## src/rtl/core/vtir_pkg.sv

```systemverilog
// Package: request and result types, command and register codes, flag masks.
`default_nettype none

package vtir_pkg;

  // Request commands
  localparam logic [1:0] CMD_READ  = 2'd0;
  localparam logic [1:0] CMD_WRITE = 2'd1;
  localparam logic [1:0] CMD_TICK  = 2'd2;

  // Register map
  localparam logic [3:0] REG_PORT_B   = 4'd0;
  localparam logic [3:0] REG_PORT_A   = 4'd1;
  localparam logic [3:0] REG_DIR_B    = 4'd2;
  localparam logic [3:0] REG_DIR_A    = 4'd3;
  localparam logic [3:0] REG_T1_CL    = 4'd4;
  localparam logic [3:0] REG_T1_CH    = 4'd5;
  localparam logic [3:0] REG_T1_LL    = 4'd6;
  localparam logic [3:0] REG_T1_LH    = 4'd7;
  localparam logic [3:0] REG_T2_CL    = 4'd8;
  localparam logic [3:0] REG_T2_CH    = 4'd9;
  localparam logic [3:0] REG_SHIFT    = 4'd10;
  localparam logic [3:0] REG_ACR      = 4'd11;
  localparam logic [3:0] REG_PCR      = 4'd12;
  localparam logic [3:0] REG_IFR      = 4'd13;
  localparam logic [3:0] REG_IER      = 4'd14;
  localparam logic [3:0] REG_PORT_A_NH = 4'd15;

  // Interrupt flag bits (7-bit flag and enable registers)
  localparam logic [6:0] FLAG_SR  = 7'h04;
  localparam logic [6:0] FLAG_T2  = 7'h20;
  localparam logic [6:0] FLAG_T1  = 7'h40;
  localparam logic [6:0] IRQ_MASK = FLAG_SR | FLAG_T1;

  // Timer 1 mode field of the auxiliary control register
  localparam logic [7:0] T1_MODE_MASK = 8'hC0;
  localparam logic [7:0] T1_MODE_CONT = 8'h40;

  localparam logic [15:0] COUNT_ALL_ONES = 16'hFFFF;

  typedef struct packed {
    logic [1:0] command;
    logic [3:0] reg_index;
    logic [7:0] write_data;
  } item_t;

  typedef struct packed {
    logic [7:0] read_data;
    logic       irq;
  } result_t;

endpackage

`default_nettype wire

```

## src/rtl/core/vtir_in_reg.sv

```systemverilog
// Input register: captures one request and holds it until the core takes it.
`default_nettype none

module vtir_in_reg
  import vtir_pkg::*;
(
  input  wire logic  clk,
  input  wire logic  rst,
  input  wire logic  in_valid,
  input  wire item_t in_item,
  input  wire logic  advance,
  output logic       stall,
  output logic       item_valid,
  output item_t      item
);

  logic load;

  // Load when empty or when the held request moves on this cycle
  assign load  = !item_valid || advance;
  assign stall = !load;

  // Hold the request and its valid bit
  always_ff @(posedge clk) begin
    if (rst) begin
      item_valid <= 1'b0;
    end else if (load) begin
      item_valid <= in_valid;
    end
  end

  always_ff @(posedge clk) begin
    if (load && in_valid) begin
      item <= in_item;
    end
  end

endmodule

`default_nettype wire

```

## src/rtl/core/vtir_regs.sv

```systemverilog
// Register file and timers: decodes one request, updates state, forms the result.
`default_nettype none

module vtir_regs
  import vtir_pkg::*;
(
  input  wire logic  clk,
  input  wire logic  rst,
  input  wire logic  fire,
  input  wire item_t item,
  output result_t    res
);

  logic [7:0]  port_b, port_a, dir_b, dir_a, shift_reg;
  logic [7:0]  aux_control, periph_control, port_a_nohs, t2_latch_low;
  logic [6:0]  int_flags, int_enables;
  logic [15:0] t1_latch, t1_count, t2_count;
  logic        t1_reload_armed;

  logic [7:0]  port_b_next, port_a_next, dir_b_next, dir_a_next, shift_reg_next;
  logic [7:0]  aux_control_next, periph_control_next, port_a_nohs_next;
  logic [7:0]  t2_latch_low_next;
  logic [6:0]  int_flags_next, int_enables_next;
  logic [15:0] t1_latch_next, t1_count_next, t2_count_next;
  logic        t1_reload_armed_next;
  logic [7:0]  rdata;
  logic        t1_hit;

  // Decode the request and compute the next state
  always_comb begin
    port_b_next          = port_b;
    port_a_next          = port_a;
    dir_b_next           = dir_b;
    dir_a_next           = dir_a;
    shift_reg_next       = shift_reg;
    aux_control_next     = aux_control;
    periph_control_next  = periph_control;
    port_a_nohs_next     = port_a_nohs;
    t2_latch_low_next    = t2_latch_low;
    int_flags_next       = int_flags;
    int_enables_next     = int_enables;
    t1_latch_next        = t1_latch;
    t1_count_next        = t1_count;
    t2_count_next        = t2_count;
    t1_reload_armed_next = t1_reload_armed;
    rdata                = 8'h00;
    t1_hit               = 1'b0;

    case (item.command)
      CMD_READ: begin
        case (item.reg_index)
          REG_PORT_B: rdata = port_b;
          REG_PORT_A: rdata = port_a;
          REG_DIR_B:  rdata = dir_b;
          REG_DIR_A:  rdata = dir_a;
          REG_T1_CL: begin
            rdata          = t1_count[7:0];
            int_flags_next = int_flags & ~FLAG_T1;
          end
          REG_T1_CH:  rdata = t1_count[15:8];
          REG_T1_LL:  rdata = t1_latch[7:0];
          REG_T1_LH:  rdata = t1_latch[15:8];
          REG_T2_CL: begin
            rdata          = t2_count[7:0];
            int_flags_next = int_flags & ~FLAG_T2;
          end
          REG_T2_CH:  rdata = t2_count[15:8];
          REG_SHIFT: begin
            rdata          = shift_reg;
            int_flags_next = int_flags & ~FLAG_SR;
          end
          REG_ACR:    rdata = aux_control;
          REG_PCR:    rdata = periph_control;
          REG_IFR:    rdata = {|(int_flags & int_enables), int_flags};
          REG_IER:    rdata = {1'b1, int_enables};
          default:    rdata = port_a_nohs;
        endcase
      end

      CMD_WRITE: begin
        case (item.reg_index)
          REG_PORT_B: port_b_next = item.write_data;
          REG_PORT_A: port_a_next = item.write_data;
          REG_DIR_B:  dir_b_next  = item.write_data;
          REG_DIR_A:  dir_a_next  = item.write_data;
          REG_T1_CL, REG_T1_LL: t1_latch_next = {t1_latch[15:8], item.write_data};
          REG_T1_CH: begin
            // Load the count from the full latch and restart the countdown
            t1_latch_next        = {item.write_data, t1_latch[7:0]};
            t1_count_next        = {item.write_data, t1_latch[7:0]};
            t1_reload_armed_next = 1'b0;
            int_flags_next       = int_flags & ~FLAG_T1;
          end
          REG_T1_LH: begin
            t1_latch_next  = {item.write_data, t1_latch[7:0]};
            int_flags_next = int_flags & ~FLAG_T1;
          end
          REG_T2_CL: begin
            t2_latch_low_next = item.write_data;
            t2_count_next     = {8'h00, item.write_data};
          end
          REG_T2_CH:  t2_count_next       = {item.write_data, t2_latch_low};
          REG_SHIFT:  shift_reg_next      = item.write_data;
          REG_ACR:    aux_control_next    = item.write_data;
          REG_PCR:    periph_control_next = item.write_data;
          REG_IFR:    int_flags_next      = int_flags & ~item.write_data[6:0];
          REG_IER: begin
            if (item.write_data[7]) begin
              int_enables_next = int_enables | item.write_data[6:0];
            end else begin
              int_enables_next = int_enables & ~item.write_data[6:0];
            end
          end
          default:    port_a_nohs_next = item.write_data;
        endcase
      end

      CMD_TICK: begin
        // Advance timer 1: count down, pass through all ones, then reload; count timer 2 down
        if (t1_reload_armed) begin
          t1_count_next        = t1_latch;
          t1_reload_armed_next = 1'b0;
          t1_hit               = (t1_latch == 16'h0000);
        end else if (t1_count == 16'h0000) begin
          t1_count_next        = COUNT_ALL_ONES;
          t1_reload_armed_next = 1'b1;
        end else begin
          t1_count_next = t1_count - 16'd1;
          t1_hit        = (t1_count == 16'd1);
        end
        if (t1_hit && ((aux_control & T1_MODE_MASK) == T1_MODE_CONT)) begin
          int_flags_next = int_flags | FLAG_T1;
        end
        t2_count_next = t2_count - 16'd1;
      end

      default: begin
      end
    endcase
  end

  assign res.read_data = rdata;
  assign res.irq       = |(int_flags_next & int_enables_next & IRQ_MASK);

  // Commit the state when the request moves to the result register
  always_ff @(posedge clk) begin
    if (rst) begin
      port_b          <= 8'h00;
      port_a          <= 8'h00;
      dir_b           <= 8'h00;
      dir_a           <= 8'h00;
      shift_reg       <= 8'h00;
      aux_control     <= 8'h00;
      periph_control  <= 8'h00;
      port_a_nohs     <= 8'h00;
      t2_latch_low    <= 8'h00;
      int_flags       <= 7'h00;
      int_enables     <= 7'h00;
      t1_latch        <= COUNT_ALL_ONES;
      t1_count        <= COUNT_ALL_ONES;
      t2_count        <= COUNT_ALL_ONES;
      t1_reload_armed <= 1'b0;
    end else if (fire) begin
      port_b          <= port_b_next;
      port_a          <= port_a_next;
      dir_b           <= dir_b_next;
      dir_a           <= dir_a_next;
      shift_reg       <= shift_reg_next;
      aux_control     <= aux_control_next;
      periph_control  <= periph_control_next;
      port_a_nohs     <= port_a_nohs_next;
      t2_latch_low    <= t2_latch_low_next;
      int_flags       <= int_flags_next;
      int_enables     <= int_enables_next;
      t1_latch        <= t1_latch_next;
      t1_count        <= t1_count_next;
      t2_count        <= t2_count_next;
      t1_reload_armed <= t1_reload_armed_next;
    end
  end

endmodule

`default_nettype wire

```

## src/rtl/core/vtir_out_reg.sv

```systemverilog
// Result register: holds one result until the receiver takes it.
`default_nettype none

module vtir_out_reg
  import vtir_pkg::*;
(
  input  wire logic    clk,
  input  wire logic    rst,
  input  wire logic    load,
  input  wire result_t res,
  input  wire logic    out_stall,
  output logic         out_valid,
  output logic [7:0]   read_data,
  output logic         irq
);

  // Fill on load, drop once taken, hold while stalled
  always_ff @(posedge clk) begin
    if (rst) begin
      out_valid <= 1'b0;
    end else if (load) begin
      out_valid <= 1'b1;
    end else if (!out_stall) begin
      out_valid <= 1'b0;
    end
  end

  always_ff @(posedge clk) begin
    if (load) begin
      read_data <= res.read_data;
      irq       <= res.irq;
    end
  end

endmodule

`default_nettype wire

```

## src/rtl/core/via_timer_interrupt_regs.sv

```systemverilog
// Top level: 6522-style register block with two timers and interrupt flags.
//
// Requests arrive on the input channel (in_valid / in_stall) as a command
// (read, write or timer tick), a register number and a write byte. Each
// request gives exactly one result on the output channel (out_valid /
// out_stall): the byte read, or zero for a write or tick, and the level
// of the interrupt line after the request.
// A request taken at one clock edge is decoded from the input register
// in the next cycle and its result is loaded into the result register
// once it moves on; while the receiver does not stall, one request per
// cycle is sustained by the single decode-and-update stage.
// While the receiver stalls, the result register holds its contents and
// one more request waits in the input register; in_stall rises only when
// both are full.
// Synchronous reset empties both registers and returns every register to
// zero, the timer 1 latch and count and the timer 2 count to all ones.
`default_nettype none

module via_timer_interrupt_regs
  import vtir_pkg::*;
(
  input  wire logic       clk,
  input  wire logic       rst,
  input  wire logic       in_valid,
  output logic            in_stall,
  input  wire logic [1:0] command,
  input  wire logic [3:0] reg_index,
  input  wire logic [7:0] write_data,
  output logic            out_valid,
  input  wire logic       out_stall,
  output logic [7:0]      read_data,
  output logic            irq
);

  item_t   in_item;
  item_t   item;
  logic    item_valid;
  logic    advance;
  result_t res;

  assign in_item.command    = command;
  assign in_item.reg_index  = reg_index;
  assign in_item.write_data = write_data;

  // Move the held request on when the result register is free or emptying
  assign advance = item_valid && (!out_valid || !out_stall);

  vtir_in_reg u_in_reg (
    .clk        (clk),
    .rst        (rst),
    .in_valid   (in_valid),
    .in_item    (in_item),
    .advance    (advance),
    .stall      (in_stall),
    .item_valid (item_valid),
    .item       (item)
  );

  vtir_regs u_regs (
    .clk  (clk),
    .rst  (rst),
    .fire (advance),
    .item (item),
    .res  (res)
  );

  vtir_out_reg u_out_reg (
    .clk       (clk),
    .rst       (rst),
    .load      (advance),
    .res       (res),
    .out_stall (out_stall),
    .out_valid (out_valid),
    .read_data (read_data),
    .irq       (irq)
  );

  // The input side stalls only when a request is held behind a full result
  a_stall_needs_held: assert property (@(posedge clk) disable iff (rst)
    in_stall |-> (item_valid && out_valid && out_stall))
    else $error("input stalled without a held request behind a full result");

  // A request that moves on shows up as a result in the next cycle
  a_advance_to_out: assert property (@(posedge clk) disable iff (rst)
    advance |=> out_valid)
    else $error("request advanced but no result presented");

  // A result that is stalled and no new request still holds its byte
  a_result_hold: assert property (@(posedge clk) disable iff (rst)
    (out_valid && out_stall) |=> (out_valid && $stable(read_data) && $stable(irq)))
    else $error("stalled result changed");

endmodule

`default_nettype wire

```

## config.mk

```make
export PLATFORM = sky130hd
export DESIGN_NAME = via_timer_interrupt_regs
export DESIGN_NICKNAME = d
export VERILOG_FILES = /design/src/rtl/core/vtir_pkg.sv /design/src/rtl/core/vtir_in_reg.sv /design/src/rtl/core/vtir_regs.sv /design/src/rtl/core/vtir_out_reg.sv /design/src/rtl/core/via_timer_interrupt_regs.sv
export SDC_FILE = /design/constraint.sdc
export NUM_CORES = 1
export LEC_CHECK = 0
export BUFFER_PORTS_ARGS = -buffer_cell sky130_fd_sc_hd__buf_2
export CORE_MARGIN = 5
export CORE_UTILIZATION = 56
export CTS_CLUSTER_DIAMETER = 80
export DETAILED_ROUTE_END_ITERATION = 10
export GPL_TIMING_DRIVEN = 0
export HOLD_SLACK_MARGIN = 0.15
export MAX_ROUTING_LAYER = met4
export PLACE_DENSITY = 0.74
export SLEW_MARGIN = 25
export SYNTH_ARGS = -nofsm -noshare
export SYNTH_HDL_FRONTEND = slang
export SYNTH_SLANG_ARGS = --single-unit
```

## constraint.sdc

```tcl
create_clock -name clk -period 2.2 [get_ports clk]
set_clock_uncertainty 0.05 [all_clocks]
set_input_delay 0.22 -clock clk [delete_from_list [all_inputs] [get_ports clk]]
set_output_delay 0.22 -clock clk [all_outputs]
set_load 0.05 [all_outputs]
```

# Yosys cells after proc, flatten, opt, wreduce, memory -nomap -nowiden

Index checks and enable logic that the tools add are counted.

Register bits: 160
Latch bits: 0
Bits in writable memories: 0
Bits in read-only memories: 0
Bits of input ports: 18
Logic and storage cells: 111
Memories kept: 0

$add $sub $neg: 2
Multipliers: 0
Divide/modulo/power cells: 0
Order comparisons: 0
Equal/unequal tests: 21
Shift operators: 0
Mux-type cells: 24
Bitwise gates (word level): 9
Reduce and logical (&&, ||, !) cells: 32

Operators with widths:

| kind                                                                    | number |
|---|---|
| 16-bit one-hot mux with 2 select lines                                  | 4 |
| 8-bit one-hot mux with 15 select lines                                  | 1 |
| 16-bit two-way mux                                                      | 3 |
| 7-bit one-hot mux with 3 select lines                                   | 2 |
| 3-bit AND reduction                                                     | 11 |
| 16-bit zero test                                                        | 2 |
| 16-bit by 1-bit subtractor with 16-bit output (second input constant)   | 2 |
| 7-bit bitwise AND                                                       | 4 |
| 4-bit equality test (second input constant)                             | 7 |
| 7-bit two-way mux                                                       | 4 |
| 16-bit by 1-bit equality test with 1-bit output (second input constant) | 1 |
| 4-bit by 3-bit equality test with 1-bit output (second input constant)  | 4 |
| 15-bit OR reduction                                                     | 1 |
| 7-bit one-hot mux with 2 select lines                                   | 1 |
| 4-bit by 2-bit equality test with 1-bit output (second input constant)  | 2 |
| 1-bit two-way mux                                                       | 8 |
| 4-bit AND reduction                                                     | 2 |
| 7-bit NOT                                                               | 1 |
| 7-bit OR                                                                | 1 |
| 7-bit OR reduction                                                      | 1 |
| 2-bit OR reduction                                                      | 3 |
| 2-bit by 1-bit equality test with 1-bit output (second input constant)  | 2 |
| 4-bit by 1-bit equality test with 1-bit output (second input constant)  | 1 |
| 1-bit zero test                                                         | 4 |
| other kinds (11)                                                        | 16 |

# Depth between registers and ports, before layout

Gate-level depths: netlist (run 1).

Word-level depth: 9
Depth in mapped cells: 9
Gate-level depth less buffers: 7

# By module

From an unflattened synthesis (run 1), not the netlist that was laid out.

Cells, all modules: 996
Area, all modules: 8490.6 µm²

By module, submodules not included:

| module                   | instances | cells each | area an instance (µm²) |
|---|---|---|---|
| vtir_regs                | 1         | 965        | 7709.9 |
| vtir_in_reg              | 1         | 18         | 470.5 |
| vtir_out_reg             | 1         | 12         | 299.0 |
| via_timer_interrupt_regs | 1         | 1          | 11.3 |

# Worst setup path before layout (run 1)

Ideal clock, no wire load.

Path type: register to register
From: register u_out_reg.out_valid
To: register u_regs.t1_latch[6]
Library setup time: 0.129 ns
Data arrival time: 2.196 ns
Required time: 2.021 ns
Path slack: -0.176 ns
Stages on the path, launching flop included: 9
Path buffers: 2
Clock period less this slack: 2.376 ns
Path through: dfxtp_1 a21bo_2 buf_2 inv_1 buf_2 nand2_1 nor3_2 mux2i_1 nand2_1

Cells in the longest elaborated chain, start to end: 4

Ends and longest elaborated chain:

| element                       | line                           | RTL |
|---|---|---|
| start, declared               | vtir_out_reg.sv:12             | `output logic out_valid,` |
| start signal, assigned        | vtir_out_reg.sv:20             | `out_valid <= 1'b0;` |
| start signal, assigned        | vtir_out_reg.sv:22             | `out_valid <= 1'b1;` |
| start signal, assigned        | vtir_out_reg.sv:24             | `out_valid <= 1'b0;` |
| 1-bit zero test               | via_timer_interrupt_regs.sv:46 | `assign advance = item_valid && (!out_valid \|\| !out_stall);` |
| 1-bit logical OR              | via_timer_interrupt_regs.sv:46 |  |
| 1-bit logical AND             | via_timer_interrupt_regs.sv:46 |  |
| via advance                   | via_timer_interrupt_regs.sv:38 | `logic advance;` |
| 4-bit AND reduction (no line) | n/a                            |  |
| end signal, assigned          | vtir_regs.sv:175               | `t1_latch <= t1_latch_next;` |
| end, declared                 | vtir_regs.sv:17                | `logic [15:0] t1_latch, t1_count, t2_count;` |

The timed path passes the listed nets, and every way through them passes these cells.
A chain may end at the register's enable or synchronous reset.

# Worst setup path in the final report (run 1)

From: register, netlist name u_in_reg.item[9]
To: register u_out_reg.read_data[5] (data pin)

Cells in the longest elaborated chain, start to end: 2

Ends and longest elaborated chain:

| element                                           | line               | RTL |
|---|---|---|
| 4-bit equality test, or another cell as far along | vtir_regs.sv:51    | `case (item.reg_index)` |
| 8-bit one-hot mux with 15 select lines (*)        | vtir_regs.sv:51    |  |
| end signal, assigned                              | vtir_out_reg.sv:30 | `read_data <= res.read_data;` |
| end, declared                                     | vtir_out_reg.sv:13 | `output logic [7:0] read_data,` |

Mark *: on every way between the ends. The rest lies on a longest branch, timed or not.

==> results of run 1 <==
==> metrics by stage <==
| stage | hold WS [ns] | cell area, um2 |
|---|---|---|
| after CTS | 0.181 | 9600 |
| after global routing | 0.206 | 9830 |
| after detailed placement | 0.348 | 8600 |
| after floorplan | 0.269 | 8230 |
| final | 0.181 | 9830 |
| after global placement | 0.346 | 8600 |
==> worst max path at each step <==
stage                   startpoint                endpoint  slack (ns)  cells after the start
6_report          u_in_reg.item[9]  u_out_reg.read_data[5]       -0.03                      7
3_5_place_dp      u_in_reg.item[8]  u_out_reg.read_data[2]       -0.84                      7
5_1_grt          u_in_reg.item[11]      u_regs.t1_count[6]       -0.09                      8
4_1_cts           u_in_reg.item[9]  u_out_reg.read_data[2]       -0.03                      7
2_1_floorplan  u_out_reg.out_valid     u_regs.t2_count[10]       0.001                      9
3_3_place_gp      u_in_reg.item[8]  u_out_reg.read_data[2]       -0.87                      7
==> critical path, cell delays in order, from the launching register on <==
cell and delay [ns]:
edfxtp_1 0.45, buf_4 0.24, buf_6 0.19, buf_4 0.23
mux2i_1 0.30, o32ai_1 0.17, a22oi_1 0.20, a31oi_1 0.13
==> synth_stat cells, drive strengths merged, types with 5 or more instances <==
cell type  number  area [um2]
nor4           16         113
o22ai           7        43.8
inv            10        37.5
a22oi          12        90.1
nand4          11        68.8
a221o           6        60.1
edfxtp         23         691
mux2            7        78.8
a31oi          10        62.6
nor3           30         155
and3            8        50.1
nand2         128         480
a21oi          85         425
o21ai          51         255
o211ai          8        60.1
nor2b          10        62.6
and2           13        81.3
a22o            6        52.6
nand3          73         365
buf            22         105
nor2           66         250
mux2i          69         691
nand2b         12        75.1
a311oi          6        52.6
clkbuf         65         245
a211o           7        61.3
o31ai           5        37.5
dfxtp         137        2740
a221oi          8        70.1
==> routing by layer <==
layer	wire length (um)	global-route usage	vias up
li1	-	-	3744
met1	12800	0.514	3996
met2	13800	0.536	677
met3	3910	0.0722	149
met4	1850	0.154	0
met5	0	-	-
==> power groups by stage <==
stage	Clock (mW)	Combinational (mW)	Sequential [mW]
4_1_cts	3.08	0.688	3.06
3_3_place_gp	0	0.632	3.13
5_1_grt	3.23	0.785	3.07
2_1_floorplan	0	0.377	3.14
3_5_place_dp	0	0.632	3.13
6_report	3.08	0.756	3.07
==> logic make-up after synthesis <==
group                      count (synthesis)  share of synthesized area
buffers and inverters                     99                     0.0481
AOI/OAI and AO/OA                        249                      0.196
adders and majority gates                  4                    0.00609
and+or+nand+nor                          387                      0.227
xor gates and xnor gates                   3                    0.00320
muxes                                     79                      0.102
DFF                                      160                      0.418
==> repair_timing <==
action | in CTS | in global routing
hold buffers | 16 | 0
hold endpoints to repair | 16 | 0
setup endpoints to repair | 133 | 117
buffers inserted | 9 | 7
resized for setup | 62 | 68
pin swaps | 5 | 6
==> layout make-up <==
cell class,count,share of cell area
buffer,81,0.0458
clock buffer,18,0.0436
clock inverter,14,0.0169
inverter,12,0.00471
multi-input combinational,722,0.471
sequential,160,0.349
tap,184,0.0234
timing repair buffer,60,0.0453
==> results.sh, run 1 <==
export IMPL_gp_congestion=1.10
export IMPL_synth_fp_nets=1003
export IMPL_violations="negative setup slack"
export IMPL_finalSetupTns_ns=-0.0860
export IMPL_row_count=44
export IMPL_worstPathArrival_ns=2.36
export IMPL_antenna_found_initial=0
export IMPL_ys_ff_latch=160
export IMPL_dp_cells=1193
export IMPL_grt_pass1_vias=7882
export IMPL_hpwlAfterDp_um=22200
export IMPL_drive_above_1_share=0.169
export IMPL_via_per_inst=6.85
export IMPL_overflow=0
export IMPL_wl_per_cell_um=25.9
export IMPL_final_cells=1251
export IMPL_diodes=0
export IMPL_slew_violations=0
export IMPL_syn_area_per_cell_um2=8.38
export IMPL_p_clk_frac=0.446
export IMPL_r2r_cells=7
export IMPL_path_clk_slew_ns=0.07
export IMPL_yosysWarningCount=0
export IMPL_syn_inst=981
export IMPL_reg_largest_list="u_regs.t1_count (16), u_regs.t1_latch (16), u_regs.t2_count (16)"
export IMPL_worst_slew_margin_rel=0.380
export IMPL_drv_cap=0
export IMPL_p_switching_mw=1.93
export IMPL_hold_path_end="u_in_reg.item_valid"
export IMPL_period_minus_slack_ns=2.23
export IMPL_pwr_share_comb=0.110
export IMPL_reg2reg_slack_ns=-0.03
export IMPL_coreArea_um2=14500
export IMPL_nFillCells=1210
export IMPL_seqCellArea_um2=3440
export IMPL_grt_max_degree=19
export IMPL_ios=29
export IMPL_first_iter_violations=1572
export IMPL_track_usage=0.372
export IMPL_hold_viol_final=0
export IMPL_status="complete, but fails checks"
export IMPL_cp_required_ns=2.32
export IMPL_max_freq_mhz=448
export IMPL_portBuffers=28
export IMPL_ys_seq_area_frac=0.418
export IMPL_synthFlopType="dfxtp_1"
export IMPL_grt_first_pass_wirelength_um=48200
export IMPL_cts_sinks=160
export IMPL_p_sw_frac=0.280
export IMPL_ctsLongestPathBuffers=2
export IMPL_rsz0062_at_grt="yes"
export IMPL_min_path_cells=3
export IMPL_worstSetupPathType="reg -> reg"
export IMPL_fin_ws_ns=-0.0345
export IMPL_cp_start_kind="flop"
export IMPL_antenna_left=0
export IMPL_synthesis_area_um2=8220
export IMPL_finalCritPeriodShare=1.02
export IMPL_mostFrequentLayoutCell="dfxtp_1"
export IMPL_cts_tree="yes"
export IMPL_utilization=0.679
export IMPL_num_vias=8566
export IMPL_place_ws_ns=-0.836
export IMPL_wl_um=32400
export IMPL_die_width_um=131
export IMPL_min_path_type="in -> reg"
export IMPL_syn_to_final_growth_pct=19.6
export IMPL_powerDensity_nw_per_um2=702
export IMPL_route_detailed_drc=0
export IMPL_max_slew_worst_pin_slew_ns=0.931
export IMPL_cp_max_fo=10
export IMPL_first_pass_iters=6
export IMPL_r2r_end="u_out_reg.read_data[5]"
export IMPL_final_cell_mix="dfxtp_1, nand2_1, a21oi_1"
export IMPL_root_buffer="clkbuf_16"
export IMPL_multi_input_comb_area_um2=4630
export IMPL_setup_viol=3
export IMPL_numCtsBuffers=17
export IMPL_htree_num_levels=4
export IMPL_p_int_mw=4.97
export IMPL_critPathCaptureType="flop"
export IMPL_p_leak_nw=3.62
export IMPL_power_frac_seq=0.444
export IMPL_die_area_um2=17200
export IMPL_holdCritStartpoint="out_stall"
export IMPL_die_y_um=131
export IMPL_synth_async_reset_ratio=0
export IMPL_synth_distinct_cells=70
export IMPL_start_util=0.568
export IMPL_insertion_delay_ns=0.45
export IMPL_irDropWorstVdd_v=0.000592
export IMPL_nNetsFinal=1076
export IMPL_total_power_mw=6.90
export IMPL_synth_edf_count=23
export IMPL_r2r_start="u_in_reg.item[9]"
(Power assumes the default switching activity.)
==> run 2, diff against run 1 <==
- ABC_AREA: not set -> 1
- CORE_UTILIZATION: 56 -> 40
- GPL_ROUTABILITY_DRIVEN: not set -> 0
- PLACE_DENSITY: 0.74 -> 0.56
==> run 2 against run 1 <==
The run now ends clean. Clock power down 5%. Worst hold slack improved by 0.13 ns. Via count is 6.9% lower. Count of clock-buffer cells in the layout grew 3. Worst setup slack better by 0.048 ns. Critical path type unchanged.
==> results.sh, run 2 <==
export IMPL_status="complete, no violations"
export IMPL_wl_um=28500
export IMPL_die_y_um=152
export IMPL_track_usage=0.261
export IMPL_row_count=51
export IMPL_final_cells=1476
export IMPL_utilization=0.474
export IMPL_synthFlopType="dfxtp_1"
export IMPL_r2r_start="u_in_reg.item[10]"
export IMPL_num_vias=7979
export IMPL_diodes=0
export IMPL_critPathCaptureType="flop"
export IMPL_worstSetupPathType="reg -> reg"
export IMPL_synthesis_area_um2=8030
export IMPL_r2r_cells=8
export IMPL_startpoint="u_in_reg.item[10]"
export IMPL_syn_to_final_growth_pct=15.7
export IMPL_antenna_found_initial=0
export IMPL_first_pass_iters=6
export IMPL_reg2reg_slack_ns=0.01
export IMPL_place_ws_ns=-0.321
export IMPL_syn_inst=1136
export IMPL_ctsLongestPathBuffers=2
export IMPL_finalCritPeriodShare=0.994
export IMPL_fin_ws_ns=0.0133
export IMPL_nFillCells=1970
export IMPL_coreArea_um2=19600
export IMPL_hold_viol_final=0
export IMPL_via_per_inst=5.41
export IMPL_reg_largest_list="u_regs.t1_count (16), u_regs.t1_latch (16), u_regs.t2_count (16)"
export IMPL_htree_num_levels=4
export IMPL_start_util=0.410
export IMPL_yosysTopAreaCell="dfxtp_1"
export IMPL_overflow=0
export IMPL_nNetsFinal=1220
export IMPL_cp_start_kind="flop"
export IMPL_powerDensity_nw_per_um2=714
export IMPL_final_cell_mix="nand2_1, o21ai_0, dfxtp_1"
export IMPL_drive_above_1_share=0.101
export IMPL_mostFrequentLayoutCell="nand2_1"
export IMPL_holdCritStartpoint="rst"
export IMPL_period_minus_slack_ns=2.19
export IMPL_ys_ff_latch=160
export IMPL_cp_max_fo=6
export IMPL_wl_per_cell_um=19.3
export IMPL_grt_pass1_vias=7393
export IMPL_route_detailed_drc=0
export IMPL_ios=29
export IMPL_die_area_um2=23000
export IMPL_irDropWorstVdd_v=0.000518
export IMPL_max_freq_mhz=457
export IMPL_min_path_cells=2
export IMPL_portBuffers=27
export IMPL_total_power_mw=6.63
export IMPL_synth_top_area_frac=0.341
export IMPL_grt_max_degree=18
export IMPL_grt_first_pass_wirelength_um=43800
export IMPL_antenna_left=0
export IMPL_ys_top_cells_by_area="dfxtp_1, nand2_1, o21ai_0"
export IMPL_fin_hold_ws_ns=0.310
export IMPL_die_width_um=152
export IMPL_min_path_type="in -> reg"
export IMPL_r2r_end="u_out_reg.read_data[3]"
export IMPL_path_clk_slew_ns=0.06
export IMPL_synth_most_common_cell="nand2_1"
export IMPL_hpwlAfterDp_um=20800
export IMPL_cp_required_ns=2.33
export IMPL_syn_area_per_cell_um2=7.07
export IMPL_root_buffer="clkbuf_16"
export IMPL_cts_sinks=160
export IMPL_worstPathArrival_ns=2.32
export IMPL_setup_viol=0
export IMPL_postLayoutCellArea_um2=9290
export IMPL_synth_common_cells="nand2_1, o21ai_0, dfxtp_1"
export IMPL_cts_tree="yes"
export IMPL_finalSetupTns_ns=0
export IMPL_synth_async_reset_ratio=0
export IMPL_numCtsBuffers=17
export IMPL_drv_cap=0
export IMPL_worst_slew_margin_rel=0.380
export IMPL_slew_violations=0
export IMPL_synth_fp_nets=1158
export IMPL_rsz0062_at_grt="yes"
export IMPL_ys_seq_area_frac=0.427
export IMPL_p_leak_nw=3.88
export IMPL_first_iter_violations=949
export IMPL_dp_cells=1428
export IMPL_hold_path_end="u_regs.port_a[5]"
export IMPL_insertion_delay_ns=0.43
export IMPL_synth_edf_count=23
export IMPL_synth_distinct_cells=35
export IMPL_yosysWarningCount=0
export IMPL_place_area_um2=8500
export IMPL_max_slew_worst_pin_slew_ns=0.930
export IMPL_cts_setup_buffers=0
[run 2: changes by cell type after synthesis, moves of 17 or more]
cell	before	now
o211ai_1	8	45
inv_1	10	110
nor2_1	65	126
clkbuf_1	64	23
nand2_1	128	264
mux2i_1	69	0
a21oi_1	85	111
nor3_1	29	12
nand3_1	73	36
o21ai_0	51	146
[run 2: cell families (layout without fill, tap and decap cells)]
kind of cell / Yosys count / after routing / synth area share
and+or+nand+nor: 467 / 467 / 0.243
AOI/OAI and AO/OA: 331 / 331 / 0.228
buffers and inverters: 165 / 240 / 0.0850
DFF: 160 / 160 / 0.427
xor gates and xnor gates: 9 / 9 / 0.00981
adders and majority gates: 4 / 4 / 0.00623
[run 2: final cells by class]
class / count / area, um2 / share of cell area
buffer: 45 / 234 / 0.0252
clock buffer: 21 / 470 / 0.0506
clock inverter: 11 / 104 / 0.0112
inverter: 120 / 453 / 0.0487
multi-input combinational: 811 / 3970 / 0.427
sequential: 160 / 3430 / 0.369
tap: 265 / 332 / 0.0357
timing repair buffer: 43 / 295 / 0.0318
[run 2: metal layers]
layer  up-vias  global-route usage  part of all wire
met1      3712               0.365              0.46
met4         0              0.0615             0.019
li1       3907                   -                 -
met5         -                   -                 0
met3        34              0.0568             0.082
met2       326               0.386              0.44
[run 2: worst max path at each step]
stage	end	slack (ns)	cells after the start
2_1_floorplan	u_regs.t2_latch_low[6]	0.10	7
3_3_place_gp	u_regs.t2_latch_low[7]	-0.27	7
3_5_place_dp	u_regs.t2_latch_low[7]	-0.32	7
4_1_cts	u_regs.t2_latch_low[7]	0.02	9
5_1_grt	u_out_reg.irq	-0.05	8
6_report	u_out_reg.read_data[3]	0.01	8
[run 2: where the power goes]
group | internal, mW | leakage [nW] | switching, mW
clock network | 1.66 | 0.276 | 1.28
registers | 3.03 | 1.33 | 0.0682
logic | 0.157 | 2.28 | 0.441
[run 2: repair_timing]
action                     CTS  global route
setup endpoints to repair    9            31
hold buffers                16             0
cloned                       0             0
resized for setup            3            24
hold endpoints to repair    16             0
pin swaps                    0             2
[run 2: critical path, cell delays in order, from the launching register on]
cell      delay [ns]
edfxtp_1        0.50
nand2_1         0.25
inv_1           0.14
nand2_1         0.27
o21ai_0         0.12
nor2_1          0.25
nand3_1         0.18
nor2_1          0.12
nor2_1          0.05
==> run 3, diff against run 2 <==
- REMOVE_ABC_BUFFERS: not set -> 1
==> run 3 against run 2 <==
Highest routed layer unchanged. Largest power group is now the clock network. Combinational power is 2% lower. Worst hold slack worse by 0.019 ns. Critical path depth stayed put. Via count is 2.6% lower. Flip-flop and latch count stayed put. Clock power is 9.9% higher. Fmax is 1.8% higher.
==> results.sh, run 3 (synthesis results as in run 2) <==
export IMPL_reg_largest_list="u_regs.t1_count (16), u_regs.t1_latch (16), u_regs.t2_count (16)"
export IMPL_slew_violations=0
export IMPL_hold_viol_final=0
export IMPL_dr_wl_met2_um=11900
export IMPL_irDropWorstVdd_v=0.000614
export IMPL_portBuffers=28
export IMPL_drive_above_1_share=0.111
export IMPL_die_y_um=152
export IMPL_status="complete, no violations"
export IMPL_path_clk_slew_ns=0.07
export IMPL_powerDensity_nw_per_um2=734
export IMPL_first_pass_iters=5
export IMPL_met3_length_um=1630
export IMPL_rsz0062_at_grt="yes"
export IMPL_num_vias=7768
export IMPL_cts_sinks=160
export IMPL_worstPathArrival_ns=2.39
export IMPL_htree_num_levels=4
export IMPL_route_detailed_drc=0
export IMPL_fin_ws_ns=0.0523
export IMPL_grt_first_pass_wirelength_um=41200
export IMPL_insertion_delay_ns=0.43
export IMPL_antenna_found_initial=1
export IMPL_worst_slew_margin_rel=0.508
export IMPL_cp_start_kind="flop"
export IMPL_coreArea_um2=19600
export IMPL_grt_pass1_vias=7126
export IMPL_mostFrequentLayoutCell="nand2_1"
export IMPL_met1_length_um=12200
export IMPL_row_count=51
export IMPL_p_leak_nw=3.95
export IMPL_root_buffer="clkbuf_16"
export IMPL_cp_required_ns=2.44
export IMPL_ios=29
export IMPL_max_slew_worst_pin_slew_ns=0.737
export IMPL_syn_to_final_growth_pct=17.5
export IMPL_first_iter_violations=713
export IMPL_setup_viol=0
export IMPL_worstSetupPathType="reg -> reg"
export IMPL_via_per_inst=5.31
export IMPL_period_minus_slack_ns=2.15
export IMPL_start_util=0.410
export IMPL_critPathCaptureType="flop"
export IMPL_numCtsBuffers=17
export IMPL_drv_cap=0
export IMPL_place_ws_ns=-1.17
export IMPL_antenna_left=0
export IMPL_cts_tree="yes"
export IMPL_final_cell_mix="nand2_1, o21ai_0, dfxtp_1"
export IMPL_top_layer="met4"
export IMPL_total_power_mw=6.93
export IMPL_finalCritPeriodShare=0.976
export IMPL_max_freq_mhz=466
export IMPL_nNetsFinal=1206
export IMPL_hpwlAfterDp_um=18200
export IMPL_min_path_type="in -> reg"
export IMPL_overflow=0
export IMPL_wl_um=26500
export IMPL_die_area_um2=23000
export IMPL_cp_max_fo=8
export IMPL_track_usage=0.242
export IMPL_ctsLongestPathBuffers=2
export IMPL_wl_per_cell_um=18.1
export IMPL_grt_max_degree=69
export IMPL_fin_hold_ws_ns=0.291
export IMPL_die_width_um=152
## run 3: changes by cell type in the layout (fill, tap and decap cells not counted), moves of 3 or more
| cell | delta |
|---|---|
| buf_12 | +3 |
| buf_2 | -8 |
| buf_4 | +13 |
| clkbuf_1 | -23 |
| inv_1 | -3 |
| inv_8 | +4 |
| o21ai_0 | +4 |
| o21ai_1 | -3 |
## run 3: worst paths after layout
path / startpoint / endpoint / slack, ns / depth (start not counted)
worst max-delay path: u_in_reg.item[10] / u_out_reg.read_data[3] / 0.05 / 8
worst max register to register: u_in_reg.item[10] / u_out_reg.read_data[3] / 0.05 / 8
worst min register to register: u_regs.t2_latch_low[6] / u_regs.t2_latch_low[6] / 0.40 / 2
worst min-delay path: rst / u_out_reg.out_valid / 0.29 / 2
## run 3: metrics by stage
step | utilization | instance area (um2) | cells | TNS (ns)
floorplan | - | 7800 | 1091 | -2.11
global placement | 0.422 | 8270 | 1384 | -176.69
detailed placement | 0.424 | 8300 | 1385 | -29.45
CTS | 0.468 | 9180 | 1441 | -0.0103
global route | 0.482 | 9440 | 1463 | -0.103
finish | 0.482 | 9440 | 1463 | 0
## run 3: critical path: stages (launching register included)
cell and delay [ns]:
edfxtp_1 0.49, buf_4 0.20, nor2_2 0.22, nand2_2 0.20, o21ai_0 0.46, a21oi_1 0.07, nand3_1 0.14, nor2_1 0.08
nor2_1 0.08
## run 3: cell type report
cell class                      instances  area, um2
Sequential cell                       160       3430
Tap cell                              265        332
Clock inverter                         14        189
Inverter                              120        463
Antenna cell                            1       2.50
Fill cell                            2002      10200
Timing Repair inverter                  1       5.00
Timing Repair Buffer                   72        571
Multi-Input combinational cell        812       4000
Clock buffer                           18        439
## run 3: routing by layer
| metal | vias up | GRT usage |
|---|---|---|
| met2 | 251 | 0.363 |
| met1 | 3593 | 0.335 |
| li1 | 3879 | - |
| met4 | 0 | 0.0791 |
| met5 | - | - |
| met3 | 45 | 0.0410 |
## run 3: timing repair
item	CTS	global route
hold buffers	17	0
setup endpoints to repair	68	32
endpoints found under the hold margin	16	0
pin swaps	2	7
gates cloned	2	0
resized for setup	9	19
setup buffers	5	21
## run 3: power by group
part,total [mW],internal (mW),switching (mW)
clock network,3.23,1.86,1.37
registers,3.11,3.03,0.0764
logic,0.589,0.164,0.424
total,6.93,5.06,1.87
